$ cat config.mk
export PLATFORM = sky130hd
export DESIGN_NAME = audio_stream_playback_watchdog_top
export DESIGN_NICKNAME = d
export VERILOG_FILES = /design/src/rtl/core/aspw_pkg.sv /design/src/rtl/core/audio_stream_playback_watchdog_top.sv
export SDC_FILE = /design/constraint.sdc
export NUM_CORES = 1
export LEC_CHECK = 0
export ABC_AREA = 1
export BUFFER_PORTS_ARGS = -buffer_cell sky130_fd_sc_hd__buf_2
export CAP_MARGIN = 15
export CORE_ASPECT_RATIO = 0.7
export CORE_MARGIN = 8
export CORE_UTILIZATION = 58
export DETAILED_ROUTE_END_ITERATION = 8
export PLACE_DENSITY = 0.87
export SLEW_MARGIN = 0
export SYNTH_ARGS = -nofsm -noshare
export SYNTH_HDL_FRONTEND = slang
export SYNTH_SLANG_ARGS = --single-unit
$ cat constraint.sdc
create_clock -name clk -period 4.8 [get_ports clk]
set_input_delay 0.96 -clock clk [delete_from_list [all_inputs] [get_ports clk]]
set_output_delay 0.96 -clock clk [all_outputs]
set_load 0.005 [all_outputs]
$ cat src/rtl/core/aspw_pkg.sv
// ----------------------------------------------------------------------------
// aspw_pkg
// shared widths, codes and the frame classifier of the playback watchdog
// ----------------------------------------------------------------------------
package aspw_pkg;

  localparam int PosW     = 32;
  localparam int LenW     = 16;
  localparam int CauseW   = 2;
  localparam int ClassW   = 3;
  localparam int CfgIdxW  = 8;
  localparam int InDataW  = 24;
  localparam int OutDataW = 8;
  localparam int CntW     = 5;

  localparam logic [CauseW-1:0] CAUSE_NONE   = 2'd0;
  localparam logic [CauseW-1:0] CAUSE_CHOPPY = 2'd1;
  localparam logic [CauseW-1:0] CAUSE_BLANK  = 2'd2;

  localparam logic [ClassW-1:0] CLS_NORMAL      = 3'd0;
  localparam logic [ClassW-1:0] CLS_WARM_BLANK  = 3'd1;
  localparam logic [ClassW-1:0] CLS_WARM_BLANK_D = 3'd2;
  localparam logic [ClassW-1:0] CLS_BLANK       = 3'd3;
  localparam logic [ClassW-1:0] CLS_BLANK_D     = 3'd4;
  localparam logic [ClassW-1:0] CLS_GAPS        = 3'd5;
  localparam logic [ClassW-1:0] CLS_GAPS_D      = 3'd6;
  localparam logic [ClassW-1:0] CLS_DROPS       = 3'd7;

  localparam logic [CfgIdxW-1:0] REG_BLANK_LIMIT  = 8'd0;
  localparam logic [CfgIdxW-1:0] REG_CHOPPY_LIMIT = 8'd1;
  localparam logic [CfgIdxW-1:0] REG_WINDOW_LEN   = 8'd2;
  localparam logic [CfgIdxW-1:0] REG_WARMUP_LEN   = 8'd3;

  typedef logic [PosW-1:0] pos_t;

  function automatic logic [ClassW-1:0] classify(input logic sig, input logic gaps,
                                                 input logic drops, input logic warm);
    logic [ClassW-1:0] c;
    if (!sig) begin
      if (warm) c = drops ? CLS_WARM_BLANK_D : CLS_WARM_BLANK;
      else      c = drops ? CLS_BLANK_D : CLS_BLANK;
    end else if (gaps) begin
      c = drops ? CLS_GAPS_D : CLS_GAPS;
    end else if (drops) begin
      c = CLS_DROPS;
    end else begin
      c = CLS_NORMAL;
    end
    return c;
  endfunction

endpackage

$ cat src/rtl/core/audio_stream_playback_watchdog_top.sv
// ----------------------------------------------------------------------------
// audio_stream_playback_watchdog_top
// frame watchdog: read position tracking, choppy and blank timeouts, status
// ----------------------------------------------------------------------------
// Each accepted frame gives its result after the states S_DIV1, S_END, S_DIV2,
// S_CMP and S_FIN, and in_tready stays low throughout (longer while an earlier result is
// still stalled in the output register): one shared restoring remainder unit
// (one 32-bit compare and subtract per cycle) runs twice for 32 steps each,
// first on the read position to find the window start, then on the new
// position for window alignment, with bookkeeping in S_END, S_CMP and S_FIN. The result
// sits in an output register, so a stalled result does not block the next
// frame until that frame is finished.
// Configuration writes are taken at any time but belong between frames;
// writing the warmup register restarts all positions.
module audio_stream_playback_watchdog_top (
  input  logic                              clk,
  input  logic                              rst_n,
  input  logic                              in_tvalid,
  output logic                              in_tready,
  // frame_samples[15:0], has_signal[16], has_gaps[17], has_drops[18], zero pad
  input  logic [aspw_pkg::InDataW-1:0]      in_tdata,
  output logic                              out_tvalid,
  input  logic                              out_tready,
  // abort[0], abort_cause[2:1], frame_class[5:3], zero pad
  output logic [aspw_pkg::OutDataW-1:0]     out_tdata,
  input  logic                              cfg_valid,
  output logic                              cfg_ready,
  input  logic [aspw_pkg::CfgIdxW-1:0]      cfg_index,
  input  logic [aspw_pkg::PosW-1:0]         cfg_data
);

  localparam logic [2:0] S_IDLE = 3'd0;
  localparam logic [2:0] S_DIV1 = 3'd1;
  localparam logic [2:0] S_END  = 3'd2;
  localparam logic [2:0] S_DIV2 = 3'd3;
  localparam logic [2:0] S_CMP  = 3'd4;
  localparam logic [2:0] S_FIN  = 3'd5;

  localparam logic [aspw_pkg::CntW-1:0] CNT_LAST = aspw_pkg::CntW'(aspw_pkg::PosW - 1);

  logic [2:0]                    state_r;
  logic [aspw_pkg::CntW-1:0]     cnt_r;
  aspw_pkg::pos_t                blank_r, choppy_r, win_len_r, warmup_r;
  aspw_pkg::pos_t                rp_r, lsp_r, lgw_r;
  logic [1:0]                    wf_r;
  logic                          warm_r;
  aspw_pkg::pos_t                next_r, dvd_r, rem_r, end_r;
  logic                          sig_r, gaps_r, drops_r;
  logic                          le_r, r2z_r;
  logic                          out_valid_r;
  logic                          abort_r;
  logic [aspw_pkg::CauseW-1:0]   cause_r;
  logic [aspw_pkg::ClassW-1:0]   class_r;

  aspw_pkg::pos_t                win;
  logic [aspw_pkg::PosW:0]       rem_sh;
  aspw_pkg::pos_t                rem_step;
  aspw_pkg::pos_t                end_diff;
  logic                          in_acc;
  logic                          commit;

  // finish stage values
  logic                          sig_upd, warm1, choppy_hit, blank_hit, warm_nxt;
  logic [1:0]                    ff, flags_or, wf_nxt;
  aspw_pkg::pos_t                lsp_nxt, lgw_nxt;
  logic [aspw_pkg::CauseW-1:0]   cause_nxt;

  assign win      = (win_len_r == '0) ? aspw_pkg::PosW'(1) : win_len_r;
  assign in_tready = (state_r == S_IDLE);
  assign cfg_ready = 1'b1;
  assign in_acc   = in_tvalid && in_tready;
  assign commit   = (state_r == S_FIN) && (!out_valid_r || out_tready);

  // shared remainder step
  always_comb begin
    rem_sh   = {rem_r, dvd_r[aspw_pkg::PosW-1]};
    rem_step = (rem_sh >= {1'b0, win}) ? aspw_pkg::PosW'(rem_sh - {1'b0, win})
                                       : rem_sh[aspw_pkg::PosW-1:0];
    end_diff = end_r - next_r;
  end

  always_comb begin
    ff       = {drops_r, gaps_r};
    sig_upd  = (blank_r != '0) && sig_r;
    warm1    = sig_upd ? 1'b0 : warm_r;
    lsp_nxt  = sig_upd ? next_r : lsp_r;
    flags_or = wf_r | ff;
    lgw_nxt  = lgw_r;
    wf_nxt   = wf_r;
    if (choppy_r != '0) begin
      wf_nxt = flags_or;
      if (le_r) begin
        if (flags_or != 2'b11) lgw_nxt = next_r;
        wf_nxt = r2z_r ? 2'b00 : ff;
      end
    end
    choppy_hit = (choppy_r != '0) && ((next_r - lgw_nxt) >= choppy_r);
    blank_hit  = (blank_r != '0) && !warm1 && ((next_r - lsp_nxt) >= blank_r);
    if (choppy_hit) begin
      cause_nxt = aspw_pkg::CAUSE_CHOPPY;
      warm_nxt  = warm1;
    end else if (blank_hit) begin
      cause_nxt = aspw_pkg::CAUSE_BLANK;
      warm_nxt  = warm1;
    end else begin
      cause_nxt = aspw_pkg::CAUSE_NONE;
      warm_nxt  = warm1 && (next_r < warmup_r);
    end
  end

  always_ff @(posedge clk) begin
    if (!rst_n) begin
      state_r     <= S_IDLE;
      cnt_r       <= '0;
      blank_r     <= '0;
      choppy_r    <= '0;
      win_len_r   <= aspw_pkg::PosW'(1);
      warmup_r    <= '0;
      rp_r        <= '0;
      lsp_r       <= '0;
      lgw_r       <= '0;
      wf_r        <= '0;
      warm_r      <= 1'b0;
      out_valid_r <= 1'b0;
    end else begin
      case (state_r)
        S_IDLE: begin
          if (in_acc) begin
            next_r  <= rp_r + aspw_pkg::PosW'(in_tdata[aspw_pkg::LenW-1:0]);
            sig_r   <= in_tdata[aspw_pkg::LenW];
            gaps_r  <= in_tdata[aspw_pkg::LenW+1];
            drops_r <= in_tdata[aspw_pkg::LenW+2];
            dvd_r   <= rp_r;
            rem_r   <= '0;
            cnt_r   <= '0;
            state_r <= S_DIV1;
          end
        end
        S_DIV1, S_DIV2: begin
          rem_r <= rem_step;
          dvd_r <= {dvd_r[aspw_pkg::PosW-2:0], 1'b0};
          cnt_r <= cnt_r + 1'b1;
          if (cnt_r == CNT_LAST) state_r <= (state_r == S_DIV1) ? S_END : S_CMP;
        end
        S_END: begin
          // end of the aligned window holding the old position
          end_r   <= rp_r - rem_r + win;
          dvd_r   <= next_r;
          rem_r   <= '0;
          cnt_r   <= '0;
          state_r <= S_DIV2;
        end
        S_CMP: begin
          le_r    <= (end_diff == '0) || end_diff[aspw_pkg::PosW-1];
          r2z_r   <= (rem_r == '0);
          state_r <= S_FIN;
        end
        S_FIN: begin
          if (commit) begin
            rp_r    <= next_r;
            lsp_r   <= lsp_nxt;
            lgw_r   <= lgw_nxt;
            wf_r    <= wf_nxt;
            warm_r  <= warm_nxt;
            abort_r <= (cause_nxt != aspw_pkg::CAUSE_NONE);
            cause_r <= cause_nxt;
            class_r <= aspw_pkg::classify(sig_r, gaps_r, drops_r, warm1);
            state_r <= S_IDLE;
          end
        end
        default: state_r <= S_IDLE;
      endcase

      if (commit)          out_valid_r <= 1'b1;
      else if (out_tready) out_valid_r <= 1'b0;

      if (cfg_valid && cfg_ready) begin
        case (cfg_index)
          aspw_pkg::REG_BLANK_LIMIT:  blank_r   <= cfg_data;
          aspw_pkg::REG_CHOPPY_LIMIT: choppy_r  <= cfg_data;
          aspw_pkg::REG_WINDOW_LEN:   win_len_r <= cfg_data;
          aspw_pkg::REG_WARMUP_LEN: begin
            warmup_r <= cfg_data;
            rp_r     <= '0;
            lsp_r    <= cfg_data;
            lgw_r    <= '0;
            wf_r     <= '0;
            warm_r   <= (cfg_data != '0);
          end
          default: ;
        endcase
      end
    end
  end

  assign out_tvalid = out_valid_r;
  assign out_tdata  = {2'b00, class_r, cause_r, abort_r};

endmodule

* Yosys cells after proc, flatten, opt, wreduce, memory -nomap -nowiden
Cells that the tools add are included.
Word-level totals: register bits after elaboration 375, word-level logic and storage cells 138
Operators by class: magnitude comparators 4, eq/ne operators 13, add/sub/neg operators 8, multiplexer cells 54, bitwise logic cells 1, reduce and logical (&&, ||, !) cells 34
Operator list (number):
- $mux W32 | 20
- $pmux W32 S3 | 2
- $sub A32 B32 Y32 | 5
- $logic_not A32 Y1 | 3
- $reduce_bool A32 Y1 | 3
- $ge A32 B32 Y1 | 2
- $ge A33 B32 Y1 | 1
- $add A32 B16 Y32 | 1
- $add A32 B32 Y32 | 1
- $lt A32 B32 Y1 | 1
- $mux W3 | 9
- $mux W2 | 11
- $eq A8 B2 Y1 const B | 2
- $pmux W3 S5 | 1
- $pmux W5 S3 | 1
- $reduce_and A2 Y1 | 7
- $reduce_and A3 Y1 | 4
- $mux W1 | 9
- $eq A8 B1 Y1 const B | 1
- $logic_not A8 Y1 | 1
- $logic_and A1 B1 Y1 | 7
- $eq A3 B2 Y1 const B | 2
- $eq A3 B3 Y1 const B | 2
- $ne A2 B2 Y1 const B | 3
- 12 further kinds | 15

* Longest topological paths before layout
word-level depth 13, mapped depth 33, depth with buffers taken out 31

* Worst setup path after synthesis
Ideal clock, no wire load.
path kind register to register, start register drops_r, end register cause_r[1] in the netlist's numbering, data pin, arrival time 4.384 ns, data required time 4.544 ns, buffers on the path 2, setup slack 0.159 ns, stages on the path, launching flop included 29, cell sequence edfxtp_1 nor2_1 nor2_1 nor3_1 clkbuf_1 clkbuf_1 nand2_1 o21ai_0 inv_1 ha_1 fa_1 o21ai_1 a21oi_1 o21ai_2 a21boi_1 o21ai_0 nand2_1 o21ai_1 nand2_1 nand3_1 nand2_1 ha_1 nand2_1 nor3_1 nand2_1 o21ai_0 nand2_1 inv_1 nor2_1
On the way: cells in the longest elaborated chain, start to end 9
RTL lines:
- start: declaration | line audio_stream_playback_watchdog_top.sv:48 | logic sig_r, gaps_r, drops_r;
- start signal: assignment | line audio_stream_playback_watchdog_top.sv:132 | drops_r <= in_tdata[aspw_pkg::LenW+2];
- $or A2 B2 Y2 | line audio_stream_playback_watchdog_top.sv:87 | flags_or = wf_r | ff;
- $ne A2 B2 Y1 | line audio_stream_playback_watchdog_top.sv:93 | if (flags_or != 2'b11) lgw_nxt = next_r;
- $mux W32 | line audio_stream_playback_watchdog_top.sv:93
- $mux W32 | line audio_stream_playback_watchdog_top.sv:92 | if (le_r) begin
- $mux W32 | line audio_stream_playback_watchdog_top.sv:90 | if (choppy_r != '0) begin
- $sub A32 B32 Y32 | line audio_stream_playback_watchdog_top.sv:97 | choppy_hit = (choppy_r != '0) && ((next_r - lgw_nxt) >= choppy_r);
- $ge A32 B32 Y1 | line audio_stream_playback_watchdog_top.sv:97
- $logic_and A1 B1 Y1 | line audio_stream_playback_watchdog_top.sv:97
- $mux W2 | line audio_stream_playback_watchdog_top.sv:99 | if (choppy_hit) begin
- via cause_nxt, one bit | line audio_stream_playback_watchdog_top.sv:66 | logic [aspw_pkg::CauseW-1:0] cause_nxt;
- end signal: assignment | line audio_stream_playback_watchdog_top.sv:166 | cause_r <= cause_nxt;
- end: declaration | line audio_stream_playback_watchdog_top.sv:52 | logic [aspw_pkg::CauseW-1:0] cause_r;
The timed path passes the listed nets, and every way through them passes these cells. A chain may end at the register's enable or synchronous reset.

* Worst setup path after layout
start register choppy_r[3], end register abort_r, data pin
On the way: cells in the longest elaborated chain, start to end 7
RTL lines:
- start: declaration | line audio_stream_playback_watchdog_top.sv:43 | aspw_pkg::pos_t blank_r, choppy_r, win_len_r, warmup_r;
- start signal: assignment | line audio_stream_playback_watchdog_top.sv:180 | aspw_pkg::REG_CHOPPY_LIMIT: choppy_r <= cfg_data;
- $reduce_bool A32 Y1 | line audio_stream_playback_watchdog_top.sv:90, audio_stream_playback_watchdog_top.sv:97
- $mux W32 | line audio_stream_playback_watchdog_top.sv:90
- $sub A32 B32 Y32 | line audio_stream_playback_watchdog_top.sv:97
- $ge A32 B32 Y1 | line audio_stream_playback_watchdog_top.sv:97
- $logic_and A1 B1 Y1 (*) | line audio_stream_playback_watchdog_top.sv:97
- $mux W2 (*) | line audio_stream_playback_watchdog_top.sv:99
- $reduce_bool A2 Y1 (*) | line audio_stream_playback_watchdog_top.sv:165 | abort_r <= (cause_nxt != aspw_pkg::CAUSE_NONE);
- end signal: assignment | line audio_stream_playback_watchdog_top.sv:165
- end: declaration | line audio_stream_playback_watchdog_top.sv:51 | logic abort_r;
Every way passes the cells marked *; elsewhere a longest branch is shown, timed or not.

==> results_dict.tcl <==
set metrics [dict create \
    outcome "finished, violations left" \
    violations "setup timing" \
    cts-root-buf "clkbuf_16" \
    routed_via_density 6.173 \
    clock_sinks 375 \
    critical_path.top_delay_family "simple AND/OR/NAND/NOR gates" \
    ys.flop_type "dfxtp_1" \
    grt_overflow 0 \
    fin_hold_ws_ps 461.3 \
    required_ps 5130 \
    synth_fa_ha_area_share_pct 14.64 \
    io_pins 80 \
    crit_type "reg -> reg" \
    fp.coreArea_um2 47450 \
    crit_buf_inv 11 \
    maxCapViolCount 0 \
    leakage_nw 13.96 \
    vdd_drop_max_uv 548.7 \
    p_per_area_nw_per_um2 518.5 \
    synth_top_area_share_pct 17.11 \
    synth.cell_area_um2 27610 \
    die_h_um 198.5 \
    finalHoldViolCount 0 \
    worst_path_largest_cell_delay_ps 430 \
    synth_edf_count 139 \
    synth_common_cells "nand2_1, inv_1, a21oi_1" \
    wl_per_cell_um 21.24 \
    final_area_um2 32560 \
    report.final.slew_viol_count 0 \
    antenna_left 0 \
    yosys-top-cells-area "dfxtp_1, edfxtp_1, ha_1" \
    first_iter_violations 4254 \
    cts-buffers-inserted 38 \
    drt_drc_violations_left 0 \
    cp_max_fo 7 \
    crit_path_frequent_cell "buf_4" \
    clock_latency_ps 580 \
    worst_ep_arrival_time_ps 5620 \
    gp_congestion 1.028 \
    seqCellArea_um2 8907 \
    syn_to_final_growth_pct 17.93 \
    first_global_vias 25838 \
    fin_ws_ps -489.5 \
    utilization_pct 68.62 \
    multi_input_area_um2 17070 \
    worstRegToRegCells 31 \
    clkTransAtPathRegs_ps 70 \
    h-tree-depth 2 \
    finClkSkew_ps 19.51 \
    drtPass1Iterations 7 \
    synth_top_family_by_area "compound AO/OA/AOI/OAI gates" \
    period_needed_ps 5289 \
    grtUsageTotal_pct 32.92 \
    hold_path_class "reg -> reg" \
    synthArstFlopShare_pct 0 \
    yosysMostFrequentCell "nand2_1" \
    die-area_um2 54950 \
    slew_headroom_pct 24.26 \
    num_rows 67 \
    fp.dieW_um 276.8 \
    placed_area_um2 30270 \
    syn_avg_cell_area_um2 7.420 \
    grt_max_degree 180 \
    cts_tree "done" \
    clockBufferDepth 3 \
    fmax_ghz 0.1891 \
    io_buffers 71 \
    synth_compound_area_share_pct 20.50 \
    hold_path_depth 2 \
    cp_num_cells 31 \
    worstSetupEndpointType "flip-flop" \
    layout-drive-gt1-share_pct 14.69 \
    dp_hpwl_mm 71.10 \
    synth_xor_area_share_pct 4.917 \
    grt_pass1_wl_mm 144.6 \
    syn_inst 3721 \
    ys_ff_latch 375 \
    num_vias 28754 \
    initial_core_util_pct 58.19 \
    yosysUniqueCellTypes 57 \
    cts_hold_buf 0 \
    post-route-period-util_pct 110.2 \
    setup_viol 4 \
    drt-total-wl_mm 98.92 \
    ys_warn_count 0 \
    setup_tns_ps -1739 \
    yosysSeqAreaShare_pct 32.23 \
    nets 4378 \
    tightest_slew_ps 1136 \
    critPathSlowestCell "nor4_1" \
    antenna_found_initial 2 \
    start_kind "flip-flop" \
    synth_mux_area_share_pct 0 \
    rsz0062_at_grt "true" \
    synth_simple_gate_area_share_pct 18.99 \
    fillers 3678 \
    synth_top_cell_by_area "dfxtp_1" \
]
## state kept, by name, indices dropped and copies added (netlist names), 5 cells and up
signal     count
lsp_r         32
choppy_r      32
lgw_r         32
blank_r       32
end_r         32
dvd_r         32
cnt_r          5
rp_r          32
warmup_r      32
rem_r         32
next_r        32
win_len_r     32
## cells in the final DEF (no fill, tap or decap), types with 6 or more instances in the layout
cell type  synthesis  layout
clkbuf_1          83      12
a21oi_2           11      25
a21o_1            18      18
clkinv_2           0       6
o21bai_1          12      11
a31oi_1           18      15
xor2_1           104     104
o211ai_1          20      20
buf_4              5     265
ha_1             267     255
inv_2              2       9
nor3_1            45      41
nand4_1           31      31
buf_12             0       6
nand3_1          149     145
buf_6              1      10
inv_1            511     505
o221ai_1          35      34
o21ai_4            1       7
xnor2_1           51      50
o21ai_2            2      25
nor4_1            41      37
fa_1              35      34
a211oi_1          48      44
nand2_4            2       9
dfxtp_1          236     231
nand2_1          663     631
o21ai_0          376     340
nor2_2             0       6
a21boi_0          10       8
a21oi_1          391     374
edfxtp_1         139     139
o21ai_1           18      25
nor2_1           303     292
ha_4               0      10
buf_2             13      70
o21a_1            15      15
nand2_2           12      37
clkbuf_16          0      42
## repair_timing
item,CTS,global route
pin swaps,25,80
cloned,3,2
gates resized for setup,93,121
buffers inserted,12,17
hold endpoints to repair,0,0
setup endpoints to repair,4,4
## through the flow
step	setup WS, ps	total power, mW	instances
2_1_floorplan	159.2	10.04	3722
3_3_place_gp	-523.3	12.61	4557
3_5_place_dp	-639.8	12.87	4557
4_1_cts	-177.8	16.00	4641
5_1_grt	-588.0	17.82	4657
6_report	-489.5	16.88	4658
## routing by layer
layer / GRT usage (%) / up-vias / share of wire (%)
met4: 12.03 / 2 / 4.5
met2: 46.45 / 2009 / 40
met3: 9.493 / 358 / 15
met5: 0.8826 / - / 0.060
met1: 47.18 / 13150 / 41
li1: - / 13235 / -
## tightest hold or removal path, delay by kind of cell (launching register included)
| family | cells | cell delay, ps |
|---|---|---|
| compound gates | 1 | 50 |
| buf+inv | 1 | 60 |
| flops | 1 | 310 |
## power breakdown
| part | internal [mW] | switching [mW] |
|---|---|---|
| registers | 4.02 | 0.420 |
| logic | 3.63 | 5.85 |
| clock network | 1.57 | 1.39 |
## final cells by class
type	instances	area share [%]
inverters	514	5.926
diodes	1	0.007686
clock buffers	54	3.297
flip-flops and latches	375	27.36
repair buffers	356	8.308
clock inverters	15	0.2805
multi-input cells	2722	52.44
well taps	621	2.386
## final timing paths
check / end / slack, ps / start
min: lgw_r[31] / 460 / lgw_r[31]
max: abort_r / -490 / choppy_r[3]
max reg2reg: abort_r / -490 / choppy_r[3]
min reg2reg: lgw_r[31] / 460 / lgw_r[31]
## kinds of logic after synthesis
| kind of cell | count (synthesis) |
|---|---|
| other | 2 |
| AO/OA/AOI/OAI | 1002 |
| flip-flops | 375 |
| buffers and inverters | 625 |
| AND/OR/NAND/NOR | 1260 |
| XOR/XNOR | 155 |
| adder cells (fa/ha/maj) | 302 |
No activity file was read; power rests on OpenSTA's default activity.
